[config.mk]
export PLATFORM = sky130hd
export DESIGN_NAME = rounded_rect_pixel_shader
export DESIGN_NICKNAME = d
export VERILOG_FILES = /design/src/rtl/core/rrps_pkg.sv /design/src/rtl/core/rrps_geom.sv /design/src/rtl/core/rrps_sqrt.sv /design/src/rtl/core/rrps_blend.sv /design/src/rtl/core/rounded_rect_pixel_shader.sv
export SDC_FILE = /design/constraint.sdc
export NUM_CORES = 2
export LEC_CHECK = 0
export BUFFER_PORTS_ARGS = -buffer_cell sky130_fd_sc_hd__clkbuf_2
export CAP_MARGIN = 40
export CORE_MARGIN = 2
export CORE_UTILIZATION = 49
export DETAILED_ROUTE_END_ITERATION = 10
export PLACE_DENSITY = 0.73
export SYNTH_ARGS = -nofsm -noshare
export SYNTH_HDL_FRONTEND = slang
export SYNTH_SLANG_ARGS = --single-unit
[constraint.sdc]
create_clock -name clk -period 29.1 [get_ports clk]
set_input_delay 0 -clock clk [delete_from_list [all_inputs] [get_ports clk]]
set_output_delay 0 -clock clk [all_outputs]
set_load 0.02 [all_outputs]
[src/rtl/core/rrps_pkg.sv]
// Shared types and constants for the rounded rectangle pixel shader.
package rrps_pkg;

  localparam int FRAC_BITS      = 8;
  localparam int COORD_W        = 18;
  localparam int DIST_W         = 11;
  localparam int SQR_W          = 2 * DIST_W;
  localparam int SQ_W           = SQR_W + 1;
  localparam int ROOT_W         = 20;
  localparam int RAD_W          = 2 * ROOT_W;
  localparam int REM_W          = ROOT_W + 2;
  localparam int CH_W           = 8;
  localparam int RGB_W          = 3 * CH_W;
  localparam int MAX_BUFFER_DIM = 4096;

  typedef enum logic [2:0] {
    REG_BUFFER_WIDTH  = 3'd0,
    REG_BUFFER_HEIGHT = 3'd1,
    REG_RECT_LEFT     = 3'd2,
    REG_RECT_TOP      = 3'd3,
    REG_RECT_WIDTH    = 3'd4,
    REG_RECT_HEIGHT   = 3'd5,
    REG_CORNER_RADIUS = 3'd6,
    REG_FILL_COLOR    = 3'd7
  } reg_index_t;

  typedef struct packed {
    logic [12:0] buffer_width;
    logic [12:0] buffer_height;
    logic [14:0] rect_left;
    logic [14:0] rect_top;
    logic [13:0] rect_width;
    logic [13:0] rect_height;
    logic [10:0] corner_radius;
    logic [31:0] fill_color;
  } cfg_t;

  typedef struct packed {
    logic             in_rect;
    logic             full;
    logic [RGB_W-1:0] bg;
  } side_t;

endpackage

[src/rtl/core/rrps_geom.sv]
// Clipping, corner distances, squares and their sum in four stages.
module rrps_geom import rrps_pkg::*; (
  input  logic             clk,
  input  logic             rst,
  input  logic             en,
  input  cfg_t             cfg,
  input  logic             in_valid,
  input  logic [11:0]      pixel_col,
  input  logic [11:0]      pixel_row,
  input  logic [RGB_W-1:0] bg,
  output logic             out_valid,
  output logic [SQ_W-1:0]  sq,
  output side_t            out_side
);

  localparam logic signed [COORD_W-1:0] DIM_MAX = COORD_W'(MAX_BUFFER_DIM);

  logic signed [COORD_W-1:0] left_s, top_s, right_raw, bottom_raw, bw_s, bh_s, r_s;
  logic signed [COORD_W-1:0] left_c, top_c, right_c, bottom_c;

  always_comb begin
    left_s     = {{(COORD_W-15){cfg.rect_left[14]}}, cfg.rect_left};
    top_s      = {{(COORD_W-15){cfg.rect_top[14]}}, cfg.rect_top};
    right_raw  = left_s + {{(COORD_W-14){1'b0}}, cfg.rect_width};
    bottom_raw = top_s + {{(COORD_W-14){1'b0}}, cfg.rect_height};
    bw_s       = {{(COORD_W-13){1'b0}}, cfg.buffer_width};
    bh_s       = {{(COORD_W-13){1'b0}}, cfg.buffer_height};
    if (bw_s > DIM_MAX) bw_s = DIM_MAX;
    if (bh_s > DIM_MAX) bh_s = DIM_MAX;
    r_s        = {{(COORD_W-11){1'b0}}, cfg.corner_radius};
    left_c     = (left_s < 0) ? '0 : left_s;
    top_c      = (top_s < 0) ? '0 : top_s;
    right_c    = (right_raw > bw_s) ? bw_s : right_raw;
    bottom_c   = (bottom_raw > bh_s) ? bh_s : bottom_raw;
  end

  // Stage 1: clipped bounds and corner circle centers.
  logic                      v1;
  logic signed [COORD_W-1:0] l1, t1, r1, b1, lr1, rr1, tr1, br1;
  logic [11:0]               col1, row1;
  logic [RGB_W-1:0]          bg1;

  always_ff @(posedge clk) begin
    if (rst) begin
      v1 <= 1'b0;
    end else if (en) begin
      v1 <= in_valid;
    end
    if (en) begin
      l1   <= left_c;
      t1   <= top_c;
      r1   <= right_c;
      b1   <= bottom_c;
      lr1  <= left_c + r_s;
      rr1  <= right_c - r_s;
      tr1  <= top_c + r_s;
      br1  <= bottom_c - r_s;
      col1 <= pixel_col;
      row1 <= pixel_row;
      bg1  <= bg;
    end
  end

  // Stage 2: inside test and the distances to the nearest corner center.
  logic signed [COORD_W-1:0] px, py, hd, vd;
  logic                      inside2_next;

  always_comb begin
    px = {{(COORD_W-12){1'b0}}, col1};
    py = {{(COORD_W-12){1'b0}}, row1};
    inside2_next = (l1 < r1) && (t1 < b1) && (px >= l1) && (px < r1) &&
                   (py >= t1) && (py < b1);
    if (px < lr1)      hd = lr1 - px;
    else if (px > rr1) hd = px - rr1;
    else               hd = '0;
    if (py < tr1)      vd = tr1 - py;
    else if (py > br1) vd = py - br1;
    else               vd = '0;
  end

  logic              v2;
  logic [DIST_W-1:0] h2, vv2;
  side_t             s2;

  always_ff @(posedge clk) begin
    if (rst) begin
      v2 <= 1'b0;
    end else if (en) begin
      v2 <= v1;
    end
    if (en) begin
      h2         <= hd[DIST_W-1:0];
      vv2        <= vd[DIST_W-1:0];
      s2.in_rect <= inside2_next;
      s2.full    <= (hd == 0) && (vd == 0);
      s2.bg      <= bg1;
    end
  end

  // Stage 3: squares.
  logic             v3;
  logic [SQR_W-1:0] hh3, vq3;
  side_t            s3;

  always_ff @(posedge clk) begin
    if (rst) begin
      v3 <= 1'b0;
    end else if (en) begin
      v3 <= v2;
    end
    if (en) begin
      hh3 <= h2 * h2;
      vq3 <= vv2 * vv2;
      s3  <= s2;
    end
  end

  // Stage 4: sum of squares.
  always_ff @(posedge clk) begin
    if (rst) begin
      out_valid <= 1'b0;
    end else if (en) begin
      out_valid <= v3;
    end
    if (en) begin
      sq       <= {1'b0, hh3} + {1'b0, vq3};
      out_side <= s3;
    end
  end

endmodule

[src/rtl/core/rrps_sqrt.sv]
// Pipelined restoring integer square root, one result bit per stage.
module rrps_sqrt import rrps_pkg::*; (
  input  logic              clk,
  input  logic              rst,
  input  logic              en,
  input  logic              in_valid,
  input  logic [SQ_W-1:0]   sq,
  input  side_t             in_side,
  output logic              out_valid,
  output logic [ROOT_W-1:0] root,
  output side_t             out_side
);

  logic [RAD_W-1:0]  n_q    [ROOT_W];
  logic [REM_W-1:0]  rem_q  [ROOT_W];
  logic [ROOT_W-1:0] root_q [ROOT_W];
  logic              vq     [ROOT_W];
  side_t             side_q [ROOT_W];

  // The radicand carries the fraction bits of the distance.
  logic [RAD_W-1:0] rad_in;
  assign rad_in = {{(RAD_W-SQ_W-2*FRAC_BITS){1'b0}}, sq, {(2*FRAC_BITS){1'b0}}};

  for (genvar k = 0; k < ROOT_W; k++) begin : g_stage
    localparam int I = ROOT_W - 1 - k;
    logic [RAD_W-1:0]  n_in;
    logic [REM_W-1:0]  rem_in, rem_sh, trial;
    logic [ROOT_W-1:0] root_in;
    logic              v_in;
    side_t             side_in;

    if (k == 0) begin : g_first
      assign n_in    = rad_in;
      assign rem_in  = '0;
      assign root_in = '0;
      assign v_in    = in_valid;
      assign side_in = in_side;
    end else begin : g_next
      assign n_in    = n_q[k-1];
      assign rem_in  = rem_q[k-1];
      assign root_in = root_q[k-1];
      assign v_in    = vq[k-1];
      assign side_in = side_q[k-1];
    end

    assign rem_sh = {rem_in[REM_W-3:0], n_in[2*I+1 -: 2]};
    assign trial  = {root_in, 2'b01};

    always_ff @(posedge clk) begin
      if (rst) begin
        vq[k] <= 1'b0;
      end else if (en) begin
        vq[k] <= v_in;
      end
      if (en) begin
        n_q[k]    <= n_in;
        side_q[k] <= side_in;
        if (rem_sh >= trial) begin
          rem_q[k]  <= rem_sh - trial;
          root_q[k] <= {root_in[ROOT_W-2:0], 1'b1};
        end else begin
          rem_q[k]  <= rem_sh;
          root_q[k] <= {root_in[ROOT_W-2:0], 1'b0};
        end
      end
    end
  end

  assign out_valid = vq[ROOT_W-1];
  assign root      = root_q[ROOT_W-1];
  assign out_side  = side_q[ROOT_W-1];

endmodule

[src/rtl/core/rrps_blend.sv]
// Coverage from distance, then the color blend, in two stages.
module rrps_blend import rrps_pkg::*; (
  input  logic              clk,
  input  logic              rst,
  input  logic              en,
  input  cfg_t              cfg,
  input  logic              in_valid,
  input  logic [ROOT_W-1:0] distance,
  input  side_t             in_side,
  output logic              out_valid,
  output logic              write_enable,
  output logic [31:0]       pixel_value
);

  localparam logic [FRAC_BITS:0] ONE = {1'b1, {FRAC_BITS{1'b0}}};

  function automatic logic [CH_W-1:0] mix(input logic [CH_W-1:0] fg,
                                          input logic [CH_W-1:0] bk,
                                          input logic [FRAC_BITS-1:0] c);
    logic [FRAC_BITS:0]          inv;
    logic [CH_W+FRAC_BITS+1:0]   fg_w, bk_w, c_w, inv_w, acc;
    inv   = ONE - {1'b0, c};
    fg_w  = (CH_W+FRAC_BITS+2)'(fg);
    bk_w  = (CH_W+FRAC_BITS+2)'(bk);
    c_w   = (CH_W+FRAC_BITS+2)'(c);
    inv_w = (CH_W+FRAC_BITS+2)'(inv);
    acc   = fg_w * c_w + bk_w * inv_w;
    return acc[FRAC_BITS +: CH_W];
  endfunction

  // Radius in fixed point plus one half.
  logic [ROOT_W-1:0] pos, cov;
  logic              hit;

  always_comb begin
    pos = ROOT_W'({cfg.corner_radius, 1'b1, {(FRAC_BITS-1){1'b0}}});
    hit = distance < pos;
    cov = pos - distance;
  end

  logic                 va, we_a, solid_a;
  logic [FRAC_BITS-1:0] c_a;
  logic [RGB_W-1:0]     bg_a;

  always_ff @(posedge clk) begin
    if (rst) begin
      va <= 1'b0;
    end else if (en) begin
      va <= in_valid;
    end
    if (en) begin
      we_a    <= in_side.in_rect && (in_side.full || hit);
      solid_a <= in_side.full || (cov[ROOT_W-1:FRAC_BITS] != 0);
      c_a     <= cov[FRAC_BITS-1:0];
      bg_a    <= in_side.bg;
    end
  end

  logic [31:0] value_next;

  always_comb begin
    if (!we_a) begin
      value_next = '0;
    end else if (solid_a) begin
      value_next = cfg.fill_color;
    end else begin
      value_next = {8'h00,
                    mix(cfg.fill_color[23:16], bg_a[23:16], c_a),
                    mix(cfg.fill_color[15:8], bg_a[15:8], c_a),
                    mix(cfg.fill_color[7:0], bg_a[7:0], c_a)};
    end
  end

  always_ff @(posedge clk) begin
    if (rst) begin
      out_valid <= 1'b0;
    end else if (en) begin
      out_valid <= va;
    end
    if (en) begin
      write_enable <= we_a;
      pixel_value  <= value_next;
    end
  end

endmodule

[src/rtl/core/rounded_rect_pixel_shader.sv]
// Top level of the antialiased rounded rectangle pixel shader.
//
// The block shades one pixel per word. A slave stream word carries the pixel
// column, row and the background word already in the buffer there; the master
// stream returns one word per pixel with the new pixel word in tdata and the
// write enable flag in tuser. A disabled write always carries a zero word.
// The rectangle, clip bounds, corner radius and fill color are set through the
// configuration write channel, which is always ready; write it only while no
// pixel is in flight.
//
// Throughput is one pixel per clock while the receiver does not stall. A pixel
// passes 26 register stages: four of clipping and distance math, twenty of
// the square root (one root bit per stage) and two of coverage and
// blending. The last stage is the output register.
//
// Reset clears all configuration registers to zero and empties the pipeline.
// When the receiver stalls with a word waiting, the whole pipeline holds and
// tready drops on the input side; nothing is dropped or repeated.
module rounded_rect_pixel_shader import rrps_pkg::*; (
  input  logic        clk,
  input  logic        rst,
  // Configuration write channel.
  input  logic        cfg_valid,
  output logic        cfg_ready,
  input  logic [2:0]  cfg_index,
  input  logic [31:0] cfg_data,
  // Pixel input stream.
  input  logic        s_axis_tvalid,
  output logic        s_axis_tready,
  // Fields from bit 0: pixel_col[11:0], pixel_row[23:12],
  // background_pixel[55:24].
  input  logic [55:0] s_axis_tdata,
  // Result stream.
  output logic        m_axis_tvalid,
  input  logic        m_axis_tready,
  // Fields from bit 0: pixel_value[31:0].
  output logic [31:0] m_axis_tdata,
  // Fields from bit 0: write_enable[0].
  output logic [0:0]  m_axis_tuser
);

  cfg_t cfg;

  assign cfg_ready = 1'b1;

  always_ff @(posedge clk) begin
    if (rst) begin
      cfg <= '0;
    end else if (cfg_valid && cfg_ready) begin
      case (cfg_index)
        REG_BUFFER_WIDTH:  cfg.buffer_width  <= cfg_data[12:0];
        REG_BUFFER_HEIGHT: cfg.buffer_height <= cfg_data[12:0];
        REG_RECT_LEFT:     cfg.rect_left     <= cfg_data[14:0];
        REG_RECT_TOP:      cfg.rect_top      <= cfg_data[14:0];
        REG_RECT_WIDTH:    cfg.rect_width    <= cfg_data[13:0];
        REG_RECT_HEIGHT:   cfg.rect_height   <= cfg_data[13:0];
        REG_CORNER_RADIUS: cfg.corner_radius <= cfg_data[10:0];
        REG_FILL_COLOR:    cfg.fill_color    <= cfg_data;
        default: ;
      endcase
    end
  end

  // The pipeline moves as one whenever the output register can take a word.
  logic en;
  assign en            = !m_axis_tvalid || m_axis_tready;
  assign s_axis_tready = en;

  logic            g_valid;
  logic [SQ_W-1:0] g_sq;
  side_t           g_side;

  rrps_geom u_geom (
    .clk       (clk),
    .rst       (rst),
    .en        (en),
    .cfg       (cfg),
    .in_valid  (s_axis_tvalid),
    .pixel_col (s_axis_tdata[11:0]),
    .pixel_row (s_axis_tdata[23:12]),
    .bg        (s_axis_tdata[24 +: RGB_W]),
    .out_valid (g_valid),
    .sq        (g_sq),
    .out_side  (g_side)
  );

  logic              r_valid;
  logic [ROOT_W-1:0] r_root;
  side_t             r_side;

  rrps_sqrt u_sqrt (
    .clk       (clk),
    .rst       (rst),
    .en        (en),
    .in_valid  (g_valid),
    .sq        (g_sq),
    .in_side   (g_side),
    .out_valid (r_valid),
    .root      (r_root),
    .out_side  (r_side)
  );

  rrps_blend u_blend (
    .clk          (clk),
    .rst          (rst),
    .en           (en),
    .cfg          (cfg),
    .in_valid     (r_valid),
    .distance     (r_root),
    .in_side      (r_side),
    .out_valid    (m_axis_tvalid),
    .write_enable (m_axis_tuser[0]),
    .pixel_value  (m_axis_tdata)
  );

  // A pixel that is not written always carries a zero word.
  a_zero_when_off: assert property (@(posedge clk) disable iff (rst)
    m_axis_tvalid && !m_axis_tuser[0] |-> m_axis_tdata == 32'h0)
    else $error("unwritten pixel carries a nonzero word");

  // A written word is either the fill color or a blend with a clear top byte.
  a_top_byte: assert property (@(posedge clk) disable iff (rst)
    m_axis_tvalid && m_axis_tuser[0] |->
      (m_axis_tdata == cfg.fill_color) || (m_axis_tdata[31:24] == 8'h00))
    else $error("blended pixel has a nonzero top byte");

  // Input is refused only while a result waits on the output.
  a_stall_cause: assert property (@(posedge clk) disable iff (rst)
    !s_axis_tready |-> m_axis_tvalid && !m_axis_tready)
    else $error("input stalled without a waiting result");

  // A stalled output stays valid and keeps its write enable flag for the next cycle.
  a_stall_hold: assert property (@(posedge clk) disable iff (rst)
    m_axis_tvalid && !m_axis_tready |=> m_axis_tvalid && $stable(m_axis_tuser))
    else $error("stalled result changed");

endmodule

==> metrics list <==
- Compared with the post-synthesis result, the final layout area differs by 12.3%.
* Slowest cell on crit path: sky130_fd_sc_hd__xor2_1
- Headroom to the max-slew limit came out at 34.5%.
- Counting distinct cell types in the post-synthesis netlist gives 102.
* Setup repair after global routing missed its margin: false
* Worst hold-check path type: input pin to flop
* Transition at the pin with the smallest max-transition slack: 0.982 ns
- The clock passes through at most 3 buffers.
- Run status: completed
* Endpoint of the worst-slack reg-to-reg timing path: u_blend.pixel_value[15]$_SDFFCE_PN0N_
* Clock slew seen by the registers of the worst setup and hold paths: 0.06 ns
* Logic depth of the worst register-to-register path: 27
- For this run, the slowest stage of the critical path takes 0.67 ns.
* Setup TNS: 0 ns
- Mean area per synthesized cell: 11.9 µm²
* Port buffer count: 122
- Final standard cell utilization of the core: 55.3%
* Area share of and/or/nand/nor cells after synthesis: 11.1%
- The synthesized netlist devotes 18.6% of its cell area to adder and majority cells.
- Buffers inserted during clock tree synthesis total 183.
* Die height: 452 µm
- The via count of the first global-routing pass is 62900.
* MaxCap Viol Count: 0
- TritonCTS built the clock tree.
- The critical path is of the flop to flop type.
* Main synth FF type: sky130_fd_sc_hd__edfxtp_1
- Setup slack of the most critical reg-to-reg path: 20.55 ns
* Highest net fanout along the worst path: 47
- Once layout is complete, the cells apart from fillers number 11500.
* Cell Area, Synth: 98300 µm²
* Number of register bits inferred by synthesis: 1766
- Once detail routing completed, the nets flagged for antenna violations numbered 0.
- Data arrival, critical path: 9.11 ns
* Required time at the worst-slack endpoint: 29.67 ns
- Period Utilization, post-route: 29.4%
* Router iterations before antenna repair: 8
- CTS built an H-tree with a depth of 4.
* Worst Min Path Start: cfg_data[6]
* Final-report setup violation count: 0
* Number of vias per cell: 5.40
- Core area: 199000 µm²
- The number of gates resized after CTS was 0.
- Fraction of layout instances using a drive strength above 1: 6.61%
- For this run, the total global-route usage over all layers was measured as 19.9%.
- When the netlist entered floorplanning its net count stood at 9566.
* # rows: 164
- Dominant cell type by area after synthesis: sky130_fd_sc_hd__edfxtp_1
- Synthesized instance count: 8277
* Total vias in the final route: 61900
* Final slew viol count: 0
- By area the synthesized netlist is led by sky130_fd_sc_hd__edfxtp_1 50%, sky130_fd_sc_hd__ha_1 9.5%, sky130_fd_sc_hd__fa_1 9.1%, sky130_fd_sc_hd__inv_1 4.1%, sky130_fd_sc_hd__nand2_1 3.2%.
* Share of synthesized registers carrying an async set or reset: 0%
- After synthesis, the share of cell area in mux cells is 0.585%.
* Post-synthesis xor/xnor area fraction: 3.97%
- Clock latency on the worst-skew pair, taken at its later pin, is 0.82 ns.
* Power density cells: 101 nW/µm²
- P_leak: 0.0472 µW
- During I/O placement, the number of pins put on the boundary was 132.
- Seq/Total Area, Yosys: 52.6%
- Dividing the detail-routed wire length by the instance count gives 17.7 µm.
- Cell repeated most along the worst path: sky130_fd_sc_hd__fa_1
* Final GP Congestion: 0.901
- Total DRC errors in the routed layout: 0
- Critical Path Sink Type: flop
* Clock tree skew after final layout: 0.0490 ns
- The startpoint identified for the worst register-to-register timing path is u_blend.c_a[0]$_DFFE_PN_.
- Clock Root Buffer: sky130_fd_sc_hd__clkbuf_16
* Buffers inserted by post-CTS timing repair: 0
- The initial antenna violation count was 2.
- Of the post-synthesis cell area, the dominant cell type holds 49.9%.
- Maximum VDD drop: 0.154 mV
* Post-route minimum period: 8.55 ns
- The commonest cells after synthesis are 1632 x sky130_fd_sc_hd__edfxtp_1, 1070 x sky130_fd_sc_hd__inv_1, 834 x sky130_fd_sc_hd__nand2_1.
* Type of origin of the critical path: flop
- Number of nets in the finished design: 9944
- Chip Width: 452 µm
- Number of hold violations in the final report: 0
* Count of warnings emitted by yosys: 0
* Number of synthesized flops with an enable pin: 1632
- Die Footprint: 204000 µm²
* Instance count along the most critical hold path: 4
- The first global-routing pass estimated 324000 µm of wire.
- The initial utilization of the core area, before any placement, comes to 49.3%.
- The first routing iteration left 4559 violations.
- Global route overflow: 0
- The path with the worst hold slack has its endpoint at cfg[49]$_SDFFE_PP0P_.
- Dominant combinational cell family by area after synthesis: adder cells
- Top achievable clock speed: 0.117 GHz
- The routed design has 203000 µm of wire.
- The number of placed instances, taps included, is 10900.
- Largest net degree at the start of global routing: 199
- Most numerous cell in the Yosys netlist: sky130_fd_sc_hd__edfxtp_1
- Half-perimeter wire length of the detailed placement result: 144000 µm
- Compound-gate portion of the synthesized area: 8.17%
* Total power: 11100 µW
- The tree built by TritonCTS fans out to 1766 sinks.
## stage by stage
| stage | hold slack, ns | cell area (µm²) | setup slack [ns] |
|---|---|---|---|
| floorplan | 0.0989 | 98300 | 6.21 |
| global placement | 0.178 | 102000 | 20.64 |
| detailed placement | 0.179 | 102000 | 20.59 |
| CTS | 0.140 | 110000 | 20.60 |
| global route | 0.184 | 110000 | 20.15 |
| finish | 0.213 | 110000 | 20.55 |
## how the worst max path moves through the flow
stage | start | endpoint | slack, ns | depth (start not counted)
after global routing | u_blend.c_a[0]$_DFFE_PN_ | u_blend.pixel_value[15]$_SDFFCE_PN0N_ | 20.15 | 27
final | u_blend.c_a[0]$_DFFE_PN_ | u_blend.pixel_value[15]$_SDFFCE_PN0N_ | 20.55 | 27
after CTS | u_blend.c_a[0]$_DFFE_PN_ | u_blend.pixel_value[15]$_SDFFCE_PN0N_ | 20.60 | 27
after detailed placement | u_blend.c_a[0]$_DFFE_PN_ | u_blend.pixel_value[15]$_SDFFCE_PN0N_ | 20.59 | 27
after global placement | u_blend.c_a[0]$_DFFE_PN_ | u_blend.pixel_value[15]$_SDFFCE_PN0N_ | 20.64 | 27
after floorplan | u_blend.out_valid$_SDFFE_PP0N_ | u_blend.bg_a[0]$_DFFE_PN_ | 6.21 | 5
## state kept, by name, summed over array words and instances (netlist names), 20 cells and up
register / cells
u_sqrt.n_q: 132
u_geom.bg1: 24
u_geom.s2: 26
u_geom.hh3: 21
u_geom.s3: 26
u_geom.out_side: 26
cfg: 127
u_sqrt.side_q: 520
u_sqrt.rem_q: 345
u_geom.sq: 23
u_sqrt.vq: 20
u_sqrt.root_q: 210
u_blend.bg_a: 24
u_blend.pixel_value: 32
u_geom.vq3: 21
## power breakdown
| group | internal, µW | switching, µW |
|---|---|---|
| logic | 2230 | 2810 |
| registers | 3420 | 322 |
| clock network | 1340 | 976 |
| total | 7000 | 4110 |
## metal layers
| metal | up-vias | track usage [%] | routed length (µm) | share of wire, % |
|---|---|---|---|---|
| met5 | - | 0 | 13 | 0.0064 |
| met4 | 2 | 8.26 | 8410 | 4.1 |
| met3 | 471 | 3.07 | 10200 | 5.1 |
| met2 | 1568 | 34.8 | 101000 | 50 |
| met1 | 30400 | 24.4 | 83100 | 41 |
| li1 | 29400 | - | - | - |
## placed cells by master, fill, tap and decap left out, types with 25 or more instances in the layout
cell type and n:
sky130_fd_sc_hd__a211oi_1 50, sky130_fd_sc_hd__a21boi_0 31, sky130_fd_sc_hd__a21o_1 95, sky130_fd_sc_hd__a21oi_1 437, sky130_fd_sc_hd__and2_1 326, sky130_fd_sc_hd__and3_1 41
sky130_fd_sc_hd__buf_4 64, sky130_fd_sc_hd__clkbuf_1 46, sky130_fd_sc_hd__clkbuf_16 189, sky130_fd_sc_hd__clkbuf_2 121, sky130_fd_sc_hd__clkinv_1 27, sky130_fd_sc_hd__clkinv_2 30
sky130_fd_sc_hd__dfxtp_1 134, sky130_fd_sc_hd__dlygate4sd3_1 204, sky130_fd_sc_hd__edfxtp_1 1632, sky130_fd_sc_hd__fa_1 447, sky130_fd_sc_hd__ha_1 746, sky130_fd_sc_hd__inv_1 1069
sky130_fd_sc_hd__mux2_2 41, sky130_fd_sc_hd__nand2_1 834, sky130_fd_sc_hd__nand2b_1 84, sky130_fd_sc_hd__nand3_1 90, sky130_fd_sc_hd__nand4_1 45, sky130_fd_sc_hd__nor2_1 397
sky130_fd_sc_hd__nor2b_1 112, sky130_fd_sc_hd__nor3_1 144, sky130_fd_sc_hd__nor4_1 51, sky130_fd_sc_hd__o21a_1 79, sky130_fd_sc_hd__o21ai_0 277, sky130_fd_sc_hd__o21bai_1 36
sky130_fd_sc_hd__o31ai_1 32, sky130_fd_sc_hd__or3_1 37, sky130_fd_sc_hd__or4_1 25, sky130_fd_sc_hd__xnor2_1 291, sky130_fd_sc_hd__xor2_1 154
## repair_timing
item                                    4_1_cts  5_1_grt
hold endpoints to repair                    190        0
hold buffers                                204        0
endpoints found under the setup margin        0        0
## critical path, delay by kind of cell, from the launching register on
kind,cells,cell delay (ns)
compound gates,8,2.13
xor+xnor,2,0.82
fa+ha+maj,8,3.38
buf+inv,6,1.01
flops,1,0.35
simple gates,3,0.57
## final cells by class
type,instances,area [µm²]
clock inverter,100,1050
timing repair buffer,406,3480
tap,2656,3320
clock buffer,239,4960
antenna,1,2.50
sequential,1766,51700
multi-input combinational,5226,41800
inverter,1072,4040
fill,16100,89100
## cell families after synthesis
| kind of cell | Yosys count |
|---|---|
| multiplexers | 51 |
| AO/OA/AOI/OAI | 1271 |
| XOR/XNOR | 445 |
| AND/OR/NAND/NOR | 2265 |
| flip-flops | 1766 |
| other | 1 |
| buffers and inverters | 1285 |
| adder cells (fa/ha/maj) | 1193 |
(Power assumes the default switching activity.)
